**src/nearest_geo_point_search_assert.svh**
```systemverilog
// Assertion macros shared by the nearest point search RTL.
`ifndef NEAREST_GEO_POINT_SEARCH_ASSERT_SVH
`define NEAREST_GEO_POINT_SEARCH_ASSERT_SVH

// Checks a property at every clock edge outside reset.
`define NGPS_ASSERT(lbl, prop, msg) \
	lbl: assert property (@(posedge clk) disable iff (!arst_n) prop) else $error(msg);

// Checks that a condition holds in the cycle after a trigger.
`define NGPS_ASSERT_NEXT(lbl, ante, cons, msg) \
	lbl: assert property (@(posedge clk) disable iff (!arst_n) (ante) |=> (cons)) else $error(msg);

`endif

```
**src/ngps_pkg.sv**
```systemverilog
`timescale 1ns / 1ps

package ngps_pkg;

	// Width of the CORDIC datapath and of the multiplier operands.
	localparam int CW = 36;
	localparam int MW = 34;

	localparam int IDX_W = 6;
	localparam int IN_TDATA_W = 88;
	localparam int OUT_TDATA_W = 48;

	localparam logic [31:0] CORDIC_GAIN_Q30 = 32'd652032874;
	localparam logic [31:0] ONE_Q30 = 32'd1073741824;
	localparam logic [31:0] PI_R_CM = 32'd2001508680;
	localparam logic [31:0] BANG_DIV = 32'd3600000000;
	localparam logic [31:0] BANG_HALF = 32'd1800000000;
	localparam logic [MW-1:0] RND_HALF = MW'(32'd536870912);

	typedef struct packed {
		logic start;
		logic vector;
	} cor_cmd_t;

	typedef struct packed {
		logic start;
		logic rnd;
	} mul_cmd_t;

	// Arctangent of 2^-i in binary angle units (full turn = 2^32).
	function automatic logic [29:0] atan_val(input logic [5:0] i);
		logic [29:0] v;
		case (i)
			6'd0: v = 30'd536870912;
			6'd1: v = 30'd316933406;
			6'd2: v = 30'd167458907;
			6'd3: v = 30'd85004756;
			6'd4: v = 30'd42667331;
			6'd5: v = 30'd21354465;
			6'd6: v = 30'd10679838;
			6'd7: v = 30'd5340245;
			6'd8: v = 30'd2670163;
			6'd9: v = 30'd1335087;
			6'd10: v = 30'd667544;
			6'd11: v = 30'd333772;
			6'd12: v = 30'd166886;
			6'd13: v = 30'd83443;
			6'd14: v = 30'd41722;
			6'd15: v = 30'd20861;
			6'd16: v = 30'd10430;
			6'd17: v = 30'd5215;
			6'd18: v = 30'd2608;
			6'd19: v = 30'd1304;
			6'd20: v = 30'd652;
			6'd21: v = 30'd326;
			6'd22: v = 30'd163;
			6'd23: v = 30'd81;
			6'd24: v = 30'd41;
			6'd25: v = 30'd20;
			6'd26: v = 30'd10;
			6'd27: v = 30'd5;
			6'd28: v = 30'd3;
			6'd29: v = 30'd1;
			6'd30: v = 30'd1;
			default: v = 30'd0;
		endcase
		return v;
	endfunction

endpackage

```
**src/ngps_mul.sv**
```systemverilog
`timescale 1ns / 1ps

module ngps_mul (
	input  logic                            clk,
	input  logic                            arst_n,
	input  ngps_pkg::mul_cmd_t              cmd,
	input  logic signed [ngps_pkg::MW-1:0]  a,
	input  logic signed [ngps_pkg::MW-1:0]  b,
	output logic                            busy,
	output logic                            done,
	output logic signed [ngps_pkg::MW-1:0]  p
);

	localparam int MW = ngps_pkg::MW;
	localparam int DG = 4;
	localparam int ND = (MW + DG - 1) / DG;
	localparam int BW = ND * DG;
	localparam int PW = 2 * MW;
	localparam int KW = $clog2(ND + 1);

	logic [MW-1:0] ma_q;
	logic [BW-1:0] mb_q;
	logic [PW-1:0] acc_q, acc_nx;
	logic [KW-1:0] cnt_q;
	logic busy_q, done_q, neg_q, rnd_q;
	logic signed [MW-1:0] p_q;
	logic signed [PW:0] prod, prod_r;
	logic [MW-1:0] abs_a, abs_b;

	always_comb begin
		abs_a = a[MW-1] ? MW'(-a) : MW'(a);
		abs_b = b[MW-1] ? MW'(-b) : MW'(b);
		// Horner step: one 4-bit digit of the multiplier, most significant first.
		acc_nx = (acc_q << DG) + PW'(ma_q * mb_q[BW-1 -: DG]);
		prod = neg_q ? -signed'({1'b0, acc_q}) : signed'({1'b0, acc_q});
		prod_r = prod + (rnd_q ? (PW+1)'(ngps_pkg::RND_HALF) : '0);
	end

	always_ff @(posedge clk or negedge arst_n) begin
		if (!arst_n) begin
			ma_q <= '0;
			mb_q <= '0;
			acc_q <= '0;
			cnt_q <= '0;
			busy_q <= 1'b0;
			done_q <= 1'b0;
			neg_q <= 1'b0;
			rnd_q <= 1'b0;
			p_q <= '0;
		end else begin
			done_q <= busy_q && !cmd.start && (cnt_q == '0);
			if (cmd.start) begin
				ma_q <= abs_a;
				mb_q <= BW'(abs_b);
				acc_q <= '0;
				cnt_q <= KW'(ND);
				neg_q <= a[MW-1] ^ b[MW-1];
				rnd_q <= cmd.rnd;
				busy_q <= 1'b1;
			end else if (busy_q) begin
				if (cnt_q != '0) begin
					acc_q <= acc_nx;
					mb_q <= mb_q << DG;
					cnt_q <= cnt_q - KW'(1);
				end else begin
					p_q <= MW'(prod_r >>> 30);
					busy_q <= 1'b0;
				end
			end
		end
	end

	assign busy = busy_q;
	assign done = done_q;
	assign p = p_q;

endmodule

```
**config.mk**
```make
export PLATFORM = sky130hd
export DESIGN_NAME = ngps_mul
export DESIGN_NICKNAME = d
export VERILOG_FILES = /design/src/nearest_geo_point_search_assert.svh /design/src/ngps_pkg.sv /design/src/ngps_mul.sv
export SDC_FILE = /design/constraint.sdc
export NUM_CORES = 1
export LEC_CHECK = 0
export BUFFER_PORTS_ARGS = -buffer_cell sky130_fd_sc_hd__buf_2
export CAP_MARGIN = 10
export CORE_MARGIN = 8
export CORE_UTILIZATION = 55
export DETAILED_ROUTE_END_ITERATION = 6
export PLACE_DENSITY_LB_ADDON = 0.12
export SYNTH_ARGS = -nofsm -noshare
export SYNTH_HDL_FRONTEND = slang
export SYNTH_SLANG_ARGS = --single-unit
export TNS_END_PERCENT = 100
```
**constraint.sdc**
```tcl
create_clock -name clk -period 5.1 [get_ports clk]
set_clock_uncertainty 0.1 [all_clocks]
set_input_delay 1.02 -clock clk [delete_from_list [all_inputs] [get_ports clk]]
set_output_delay 1.02 -clock clk [all_outputs]
set_load 0.005 [all_outputs]
```
==> results of run 1 <==
worst min path at each step:
| stage | startpoint | to | slack, ns |
|---|---|---|---|
| 6_report | p[11]$_DFFE_PN0P_ | p[11]$_DFFE_PN0P_ | 0.37 |
| 5_1_grt | p[17]$_DFFE_PN0P_ | p[17]$_DFFE_PN0P_ | 0.41 |
| 3_3_place_gp | mb_q[29]$_DFFE_PN0P_ | mb_q[29]$_DFFE_PN0P_ | 0.36 |
| 4_1_cts | p[5]$_DFFE_PN0P_ | p[5]$_DFFE_PN0P_ | 0.38 |
| 2_1_floorplan | mb_q[29]$_DFFE_PN0P_ | mb_q[29]$_DFFE_PN0P_ | 0.34 |
| 3_5_place_dp | p[5]$_DFFE_PN0P_ | p[5]$_DFFE_PN0P_ | 0.36 |
power by group through the flow:
stage | combinational, W | clock (W) | sequential (W)
after global placement | 0.00679 | 0 | 0.00212
final | 0.00809 | 0.00135 | 0.00210
after global routing | 0.00898 | 0.00144 | 0.00215
after CTS | 0.00694 | 0.00138 | 0.00210
after detailed placement | 0.00688 | 0 | 0.00213
after floorplan | 0.00473 | 0 | 0.00199
placed cells by master (no fill, tap or decap), types with 22 or more instances in the layout:
cell type,n
o21ai_0,165
ha_1,30
nor4_1,22
nand3_1,32
a21oi_1,81
xnor2_1,74
o31ai_1,22
xor2_1,98
buf_2,105
nand2_1,218
o22ai_1,30
fa_1,89
dfrtp_1,173
buf_4,81
and2_1,122
a21o_1,22
inv_1,190
nor2_1,90
registers in the layout, indices dropped and copies added, names as in the netlist:
signal,count
p,34
acc_q,64
neg_q,1
rnd_q,1
busy,1
mb_q,36
ma_q,34
done,1
cnt_q,4
metal layers:
layer	vias to the layer above	track usage (%)	routed length (µm)
li1	6496	-	-
met4	0	4.58	608
met3	46	2.86	1590
met1	6443	31.3	18200
met2	313	38.1	19100
met5	-	0	0
kinds of logic after synthesis:
kind of cell	Yosys count	synth area share, %
AND/OR/NAND/NOR	640	21.0
AO/OA/AOI/OAI	419	16.0
buffers and inverters	308	8.35
flip-flops	176	28.0
XOR/XNOR	172	9.59
adder cells (fa/ha/maj)	148	16.4
multiplexers	10	0.653
worst max-delay path: cells and delay by family, from the launching register on:
| kind | cells | cell delay (ns) |
|---|---|---|
| adders and majority gates | 4 | 1.72 |
| buffers and inverters | 4 | 0.44 |
| DFF | 1 | 0.49 |
| xor gates and xnor gates | 1 | 0.14 |
| and+or+nand+nor | 6 | 1.18 |
| AOI/OAI and AO/OA | 4 | 0.78 |
final cells by class:
class                   count  area (µm²)  area share (%)
clock buffers              18         439            2.41
clock inverters            14         156           0.858
inverters                 200         751            4.12
multi-input cells        1389       10600            58.4
flip-flops and latches    176        4410            24.2
well taps                 384         480            2.64
repair buffers            201        1360            7.44
metrics by stage:
stage	TNS (ns)	power, W	instance area (µm²)
6_report	0	0.0115	18200
5_1_grt	-0.617	0.0126	18200
4_1_cts	0	0.0104	17400
3_5_place_dp	-1.60	0.00901	16700
3_3_place_gp	-0.871	0.00891	16700
2_1_floorplan	0	0.00673	15700
timing repair:
item / in CTS / in global routing
pin swaps: 1 / 87
endpoints found under the setup margin: 27 / 39
setup buffers: 2 / 20
gates cloned: 0 / 2
gates resized for setup: 6 / 138
hold buffers: 0 / 0
==> flow_summary.yaml, run 1 <==
outcome:
  status: "complete, no violations"
yosys:
  yosys-top-cells-area: "dfrtp_1, fa_1, o21ai_0"
  ys_async_sr_fraction_pct: 100
  postSynthNetCount: 2093
  synth_cell_types: 81
  syn_area_per_cell_um2: 8.39
  synth_common_cells: "nand2_1, inv_1, o21ai_0"
  netlist_area_um2: 15700
  seq_area_frac_synth_pct: 28.0
  yosysMostFrequentCell: "nand2_1"
  synth-seq-cells: 176
  ys.flop_type: "dfrtp_1"
  synth_top_area_cell: "dfrtp_1"
  synth_edf_count: 0
  synth_top_area_share_pct: 28.0
  yosys_warnings: 0
  syn_inst: 1873
die:
  core_um2: 28400
  fp.dieArea_um2: 34200
  ios: 108
  chipHeight_um: 185
  die_x_um: 185
  rows: 62
  start_util_pct: 55.3
detailed_routing:
  antenna_left: 0
  drc_errors: 0
  vias: 13300
  dr.pass1.iters: 5
  drt-initial-drc-count: 847
  viasPerCell: 5.58
  wire_per_inst_um: 16.6
  drt_wl_total_um: 39500
critical_path:
  crit_slowest_cell: "fa_1"
  max_stage_delay_ns: 0.50
  path_max_fanout: 7
  path_class: "reg2reg"
  cp.arrival_ns: 5.20
  r2r_end: "acc_q[46]$_DFFE_PN0P_"
  worst_ep_required_time_ns: 5.30
  crit_chain: "buf_6 > and2_4 > fa_2 > fa_1 > inv_2 > fa_1 > inv_2 > ha_4 > and4_4 > nand3_4 > or3_4 > a211oi_2 > or3_4 > a31oi_4 > o31a_1 > clkbuf_16 > nor3_4 > xnor2_1 > o21ai_0"
  cp-startpoint: "mb_q[33]$_DFFE_PN0P_"
  crit_path_end_kind: "flop"
  endpoint: "acc_q[46]$_DFFE_PN0P_"
  ff2ff_path_depth: 19
  cp-start-kind: "flop"
  reg2reg_from: "mb_q[33]$_DFFE_PN0P_"
  reg2reg_slack_ns: 0.1
clock_network:
  cts_tree: "built"
  clk_latency_ns: 0.44
  numCtsBuffers: 17
  cts_root_buffer: "clkbuf_16"
  htree_levels: 4
  cts.path.max_buffers: 2
  path_clk_slew_ns: 0.07
  clock_sinks: 176
place:
  placed_cells: 2326
  port_buffers: 107
  gp_congestion: 0.918
  pre_cts_ws_ns: -0.209
  dp_hpwl_um: 28900
grt:
  grt_pass1_vias: 13000
  grt_pass1_wl_um: 64500
  track_usage_pct: 22.7
  grt_start_max_net_pins: 107
  grt_overflow: 0
  antenna_found_initial: 0
timing:
  hold_viol: 0
  fin_crit_ns: 5.00
  timing.final.crit_share_pct: 98.1
  fmax_mhz: 200
  setup_violations: 0
  relSlewSlack_pct: 17.6
  whs_ns: 0.372
  setup_slack_ns: 0.0981
  drv_slew: 0
  worst_pin_slew_ns: 1.24
  rsz0062_at_grt: "true"
power_and_ir_drop:
  swShare_pct: 45.8
  pwr-share-comb_pct: 70.1
  switchingPower_w: 0.00528
  ir_drop_mv: 0.461
  intPower_w: 0.00626
  total_leakage_power_nw: 8.45
  p_seq_share_pct: 18.2
  p_per_area_nw_per_um2: 633
  power_frac_clock_pct: 11.7
min_path:
  whs_path_depth: 2
  hp-class: "reg2reg"
finish:
  diodes: 0
  nets: 2205
  post-route-util_pct: 64.2
  fin_cells: 2382
  drive_above_1_share_pct: 17.7
  areaGrowthSynthToFinish_pct: 16.1
  nFillCells: 2491
job:
  cap_violations: 0
(Power assumes the default switching activity.)
==> inputs of run 2 (changes only) <==
==> constraint.sdc (replaced) <==
create_clock -name clk -period 5.1 [get_ports clk]
set_clock_uncertainty 0.1 [all_clocks]
set_input_delay 0.51 -clock clk [delete_from_list [all_inputs] [get_ports clk]]
set_output_delay 0.51 -clock clk [all_outputs]
set_load 0.005 [all_outputs]
==> run 2 against run 1 <==
Fmax down 1.1%. Critical path depth did not move. Worst setup slack got worse by 0.056 ns. Sequential power barely moved. Combinational power shrank 6.8%. Final area down 2.6%. Register-to-register slack worse by 0.06 ns. Count of clock-buffer cells in the layout fell by 1. Sequential cell count unchanged. Largest cell class unchanged.
==> flow_summary.yaml, run 2 (same netlist as run 1, synthesis figures left out) <==
outcome:
  status: "complete, no violations"
critical_path:
  crit_path_end_kind: "flop"
  reg2reg_slack_ns: 0.04
  cp.arrival_ns: 5.27
  path_class: "reg2reg"
  cp-start-kind: "flop"
  worst_ep_required_time_ns: 5.32
  crit_slowest_cell: "fa_1"
  path_max_fanout: 12
  reg2reg_from: "mb_q[34]$_DFFE_PN0P_"
  ff2ff_path_depth: 19
  r2r_end: "acc_q[58]$_DFFE_PN0P_"
  crit_chain: "buf_4 > and2_1 > fa_1 > fa_1 > inv_1 > fa_1 > inv_2 > ha_4 > and4_4 > nand3_2 > or3_1 > a211oi_2 > or3_4 > a31oi_4 > o31a_1 > buf_12 > nor4_4 > xnor2_1 > o21ai_1"
  cp_top_family: "adder cells"
  crit_path_frequent_cell: "fa_1"
  max_stage_delay_ns: 0.54
  cp_num_buf_inv: 4
clock_network:
  cts.path.max_buffers: 2
  clock_sinks: 176
  path_clk_slew_ns: 0.09
  numCtsBuffers: 17
  cts_tree: "built"
  clk_latency_ns: 0.45
  cts_root_buffer: "clkbuf_16"
  htree_levels: 4
timing:
  fmax_mhz: 198
  drv_slew: 0
  rsz0062_at_grt: "true"
  relSlewSlack_pct: 36.8
  worst_pin_slew_ns: 0.948
  timing.final.crit_share_pct: 99.2
  hold_viol: 0
  setup_violations: 0
  setup_tns_ns: 0
  fin_crit_ns: 5.06
grt:
  grt_pass1_wl_um: 64200
  grtUsageMet1_pct: 31.5
  grt_pass1_vias: 13100
  use_met2_pct: 37.4
  grt_start_max_net_pins: 103
  grt_overflow: 0
  grt_most_used_layer: "met2"
  track_usage_pct: 22.8
  antenna_found_initial: 0
  gr-usage-met3_pct: 2.63
finish:
  diodes: 0
  fin_area_um2: 17800
  top_regs: "acc_q: 64 flops, mb_q: 36 flops"
  drive_above_1_share_pct: 15.0
  seq_area_um2: 4410
  areaGrowthSynthToFinish_pct: 13.0
  multi_input_area_um2: 10300
  nets: 2194
  final_common_cell: "nand2_1"
  nFillCells: 2493
  layout_common_cells: "nand2_1, inv_1, dfrtp_1, o21ai_0, and2_1"
  fin_cells: 2371
  regMostFlops: "acc_q"
  post-route-util_pct: 62.5
  largest_reg_flops: 64
die:
  chipHeight_um: 185
  fp.dieArea_um2: 34200
  die_x_um: 185
  core_um2: 28400
  ios: 108
  rows: 62
  start_util_pct: 55.3
power_and_ir_drop:
  ir_drop_mv: 0.356
  p_total_w: 0.0110
  total_leakage_power_nw: 8.20
  p_per_area_nw_per_um2: 619
detailed_routing:
  vias: 13100
  drt_wl_total_um: 38400
  wire_per_inst_um: 16.2
  viasPerCell: 5.53
  drt-initial-drc-count: 931
  antenna_left: 0
  dr.pass1.iters: 5
  drc_errors: 0
job:
  cap_violations: 0
place:
  placed_cells: 2328
  port_buffers: 107
  post_dp_cell_area_um2: 16800
  gp_congestion: 0.903
  dp_hpwl_um: 28700
min_path:
  hp-class: "in2async"
## run 2: worst reg2reg max path: stages (launching register included)
cell and delay, ns:
dfrtp_2 0.46, buf_4 0.16, and2_1 0.14, fa_1 0.50
fa_1 0.54, inv_1 0.05, fa_1 0.51, inv_2 0.05
ha_4 0.27, and4_4 0.23, nand3_2 0.08, or3_1 0.32
a211oi_2 0.25, or3_4 0.18, a31oi_4 0.09, o31a_1 0.32
buf_12 0.16, nor4_4 0.29, xnor2_1 0.15, o21ai_1 0.07
## run 2: layout make-up
class	instances	area share, %
Multi-Input combinational cell	1389	58.0
Sequential cell	176	24.8
Timing Repair Buffer	190	6.75
Clock buffer	17	2.40
Inverter	200	4.23
Tap cell	384	2.71
Clock inverter	15	1.06
## run 2: how the worst max path moves through the flow
stage | from | to | slack [ns] | cells after the start
2_1_floorplan | mb_q[35]$_DFFE_PN0P_ | acc_q[62]$_DFFE_PN0P_ | 0.04 | 20
3_3_place_gp | mb_q[34]$_DFFE_PN0P_ | acc_q[58]$_DFFE_PN0P_ | -0.07 | 17
3_5_place_dp | mb_q[35]$_DFFE_PN0P_ | acc_q[54]$_DFFE_PN0P_ | -0.18 | 18
4_1_cts | mb_q[35]$_DFFE_PN0P_ | acc_q[57]$_DFFE_PN0P_ | -0.0004 | 20
5_1_grt | mb_q[35]$_DFFE_PN0P_ | acc_q[58]$_DFFE_PN0P_ | -0.17 | 18
6_report | mb_q[34]$_DFFE_PN0P_ | acc_q[58]$_DFFE_PN0P_ | 0.04 | 19
## run 2: repair_timing
action,in CTS,in global routing
hold buffers,0,0
resized for setup,9,60
endpoints found under the setup margin,30,37
setup buffers,3,8
pin swaps,1,25
## run 2: stage by stage
step                hold slack [ns]  setup slack [ns]
finish                       0.0222            0.0423
global route                  0.115            -0.166
CTS                          0.0869         -0.000401
detailed placement            0.361            -0.182
global placement              0.358           -0.0676
floorplan                     0.114            0.0382
## run 2: metal layers
layer	wire [µm]	vias up
met5	0	-
met1	18300	6291
met2	18100	292
met3	1420	44
li1	-	6479
met4	690	0
## run 2: report_power, final
part / internal [W] / total (W) / switching (W)
Combinational: 0.00345 / 0.00754 / 0.00408
Clock: 0.000670 / 0.00136 / 0.000689
Sequential: 0.00177 / 0.00209 / 0.000319
Total: 0.00590 / 0.0110 / 0.00509
==> inputs of run 3 (changes only) <==
--- a/config.mk
+++ b/config.mk
@@ -8,9 +8,10 @@
 export BUFFER_PORTS_ARGS = -buffer_cell sky130_fd_sc_hd__buf_2
 export CAP_MARGIN = 10
 export CORE_MARGIN = 8
-export CORE_UTILIZATION = 55
+export CORE_UTILIZATION = 32
 export DETAILED_ROUTE_END_ITERATION = 6
 export PLACE_DENSITY_LB_ADDON = 0.12
+export SETUP_SLACK_MARGIN = 0.05
 export SYNTH_ARGS = -nofsm -noshare
 export SYNTH_HDL_FRONTEND = slang
 export SYNTH_SLANG_ARGS = --single-unit
==> run 3 against run 2 <==
The run now ends with negative setup slack left. Sequential share of layout area decreased by 1.2 points. Sequential cell count stayed put. Via count down 0.70%. Clock power rose by 4%. Critical path type unchanged. Largest power group unchanged. Highest routed layer unchanged.
==> flow_summary.yaml, run 3 (same netlist as run 1, synthesis figures left out) <==
critical_path:
  cp-start-kind: "flop"
  ff2ff_path_depth: 20
  cp.arrival_ns: 5.33
  cp_num_buf_inv: 5
  crit_path_end_kind: "flop"
  crit_chain: "buf_4 > and2_1 > fa_2 > fa_1 > inv_1 > fa_1 > inv_1 > ha_4 > and4_4 > nand3_4 > or3_1 > a211oi_2 > or3_4 > a31oi_4 > o31a_1 > buf_6 > buf_12 > nor3_2 > xnor2_1 > o21ai_1"
  path_class: "reg2reg"
  crit_slowest_cell: "fa_1"
  reg2reg_from: "mb_q[33]$_DFFE_PN0P_"
  r2r_end: "acc_q[60]$_DFFE_PN0P_"
  cp_top_family: "adder cells"
  worst_ep_required_time_ns: 5.32
  path_max_fanout: 6
  reg2reg_slack_ns: -0.009
  max_stage_delay_ns: 0.49
place:
  post_dp_cell_area_um2: 17300
  dp_hpwl_um: 33200
  port_buffers: 107
  pre_cts_ws_ns: -0.390
  gp_congestion: 0.835
detailed_routing:
  viasPerCell: 4.85
  drc_errors: 0
  drt_wl_total_um: 44300
  dr.pass1.iters: 5
  vias: 13000
  drt-initial-drc-count: 681
  antenna_left: 0
  wire_per_inst_um: 16.5
timing:
  setup_slack_ns: -0.00859
  relSlewSlack_pct: 26.9
  fmax_mhz: 196
  worst_pin_slew_ns: 1.10
  setup_violations: 2
  rsz0062_at_grt: "true"
  fin_crit_ns: 5.11
  timing.final.crit_share_pct: 100
  drv_slew: 0
  hold_viol: 0
  setup_tns_ns: -0.0129
  whs_ns: 0.196
finish:
  regMostFlops: "acc_q"
  layout_common_cells: "nand2_1, inv_1, dfrtp_1, o21ai_0, and2_1"
  final_common_cell: "nand2_1"
  areaGrowthSynthToFinish_pct: 18.6
  diodes: 0
  nets: 2226
  post-route-util_pct: 38.2
  largest_reg_flops: 64
  top_regs: "acc_q: 64 flops, mb_q: 36 flops"
  drive_above_1_share_pct: 17.6
  fin_area_um2: 18600
grt:
  track_usage_pct: 15.5
  grt_start_max_net_pins: 107
  antenna_found_initial: 1
  grt_pass1_vias: 13100
  grt_overflow: 0
  grt_pass1_wl_um: 70500
die:
  fp.dieArea_um2: 56400
  start_util_pct: 32.2
  chipHeight_um: 238
  ios: 108
  die_x_um: 238
  rows: 81
  core_um2: 48700
clock_network:
  htree_levels: 4
  path_clk_slew_ns: 0.08
  clock_sinks: 176
  cts_tree: "built"
  cts.path.max_buffers: 2
  numCtsBuffers: 17
  cts_root_buffer: "clkbuf_16"
  clk_latency_ns: 0.48
min_path:
  hold_end: "ma_q[0]$_DFFE_PN0P_"
  min_from: "a[0]"
  whs_path_depth: 2
  hp-class: "in2reg"
power_and_ir_drop:
  p_per_area_nw_per_um2: 632
  total_leakage_power_nw: 8.48
  ir_drop_mv: 0.302
job:
  cap_violations: 0
outcome:
  status: "finished, violations left"
  violations: "negative setup slack"
## run 3: cell types whose count changed in the layout (fill, tap and decap cells not counted), sizes merged
cell | previous run | this run
clkinvlp | 1 | 4
bufinv | 0 | 2
clkinv | 10 | 5
dlygate4sd3 | 0 | 1
buf | 190 | 217
clkbuf | 17 | 21
## run 3: per-layer routing
layer	global-route usage, %	share of wire [%]
met4	4.81	1.7
met1	20.7	48
met5	0	0
met3	2.55	2.6
met2	25.4	47
## run 3: through the flow
step | power (W) | std cells
3_3_place_gp | 0.00950 | 2631
2_1_floorplan | 0.00673 | 1873
5_1_grt | 0.0129 | 2683
6_report | 0.0118 | 2683
4_1_cts | 0.0112 | 2669
3_5_place_dp | 0.00951 | 2631
## run 3: power by group
part / switching (W) / internal (W) / leakage (nW) / total (W)
sequential: 0.000335 / 0.00177 / 2.18 / 0.00211
clock: 0.000675 / 0.000746 / 0.291 / 0.00142
combinational: 0.00436 / 0.00388 / 6.01 / 0.00823
## run 3: area by class of cell
class / count / area [µm²]
repair buffers: 222 / 1490
well taps: 664 / 831
fillers: 5055 / 30100
clock buffers: 17 / 425
multi-input cells: 1389 / 10500
clock inverters: 15 / 199
flip-flops and latches: 176 / 4410
inverters: 200 / 751
## run 3: worst max-delay path by stage
| stage | from | to | slack (ns) | cells past startpoint |
|---|---|---|---|---|
| finish | mb_q[33]$_DFFE_PN0P_ | acc_q[60]$_DFFE_PN0P_ | -0.009 | 20 |
| global route | mb_q[35]$_DFFE_PN0P_ | acc_q[59]$_DFFE_PN0P_ | -0.18 | 20 |
| CTS | mb_q[35]$_DFFE_PN0P_ | acc_q[54]$_DFFE_PN0P_ | 0.02 | 19 |
| detailed placement | mb_q[33]$_DFFE_PN0P_ | acc_q[58]$_DFFE_PN0P_ | -0.39 | 18 |
| global placement | mb_q[33]$_DFFE_PN0P_ | acc_q[58]$_DFFE_PN0P_ | -0.30 | 18 |
| floorplan | mb_q[35]$_DFFE_PN0P_ | acc_q[62]$_DFFE_PN0P_ | 0.06 | 20 |
## run 3: what timing repair did
action | CTS | global route
gates cloned | 0 | 2
hold endpoints to repair | 14 | 0
setup endpoints to repair | 33 | 37
setup buffers | 5 | 12
hold buffers | 1 | 0
pin swaps | 4 | 57
resized for setup | 30 | 78
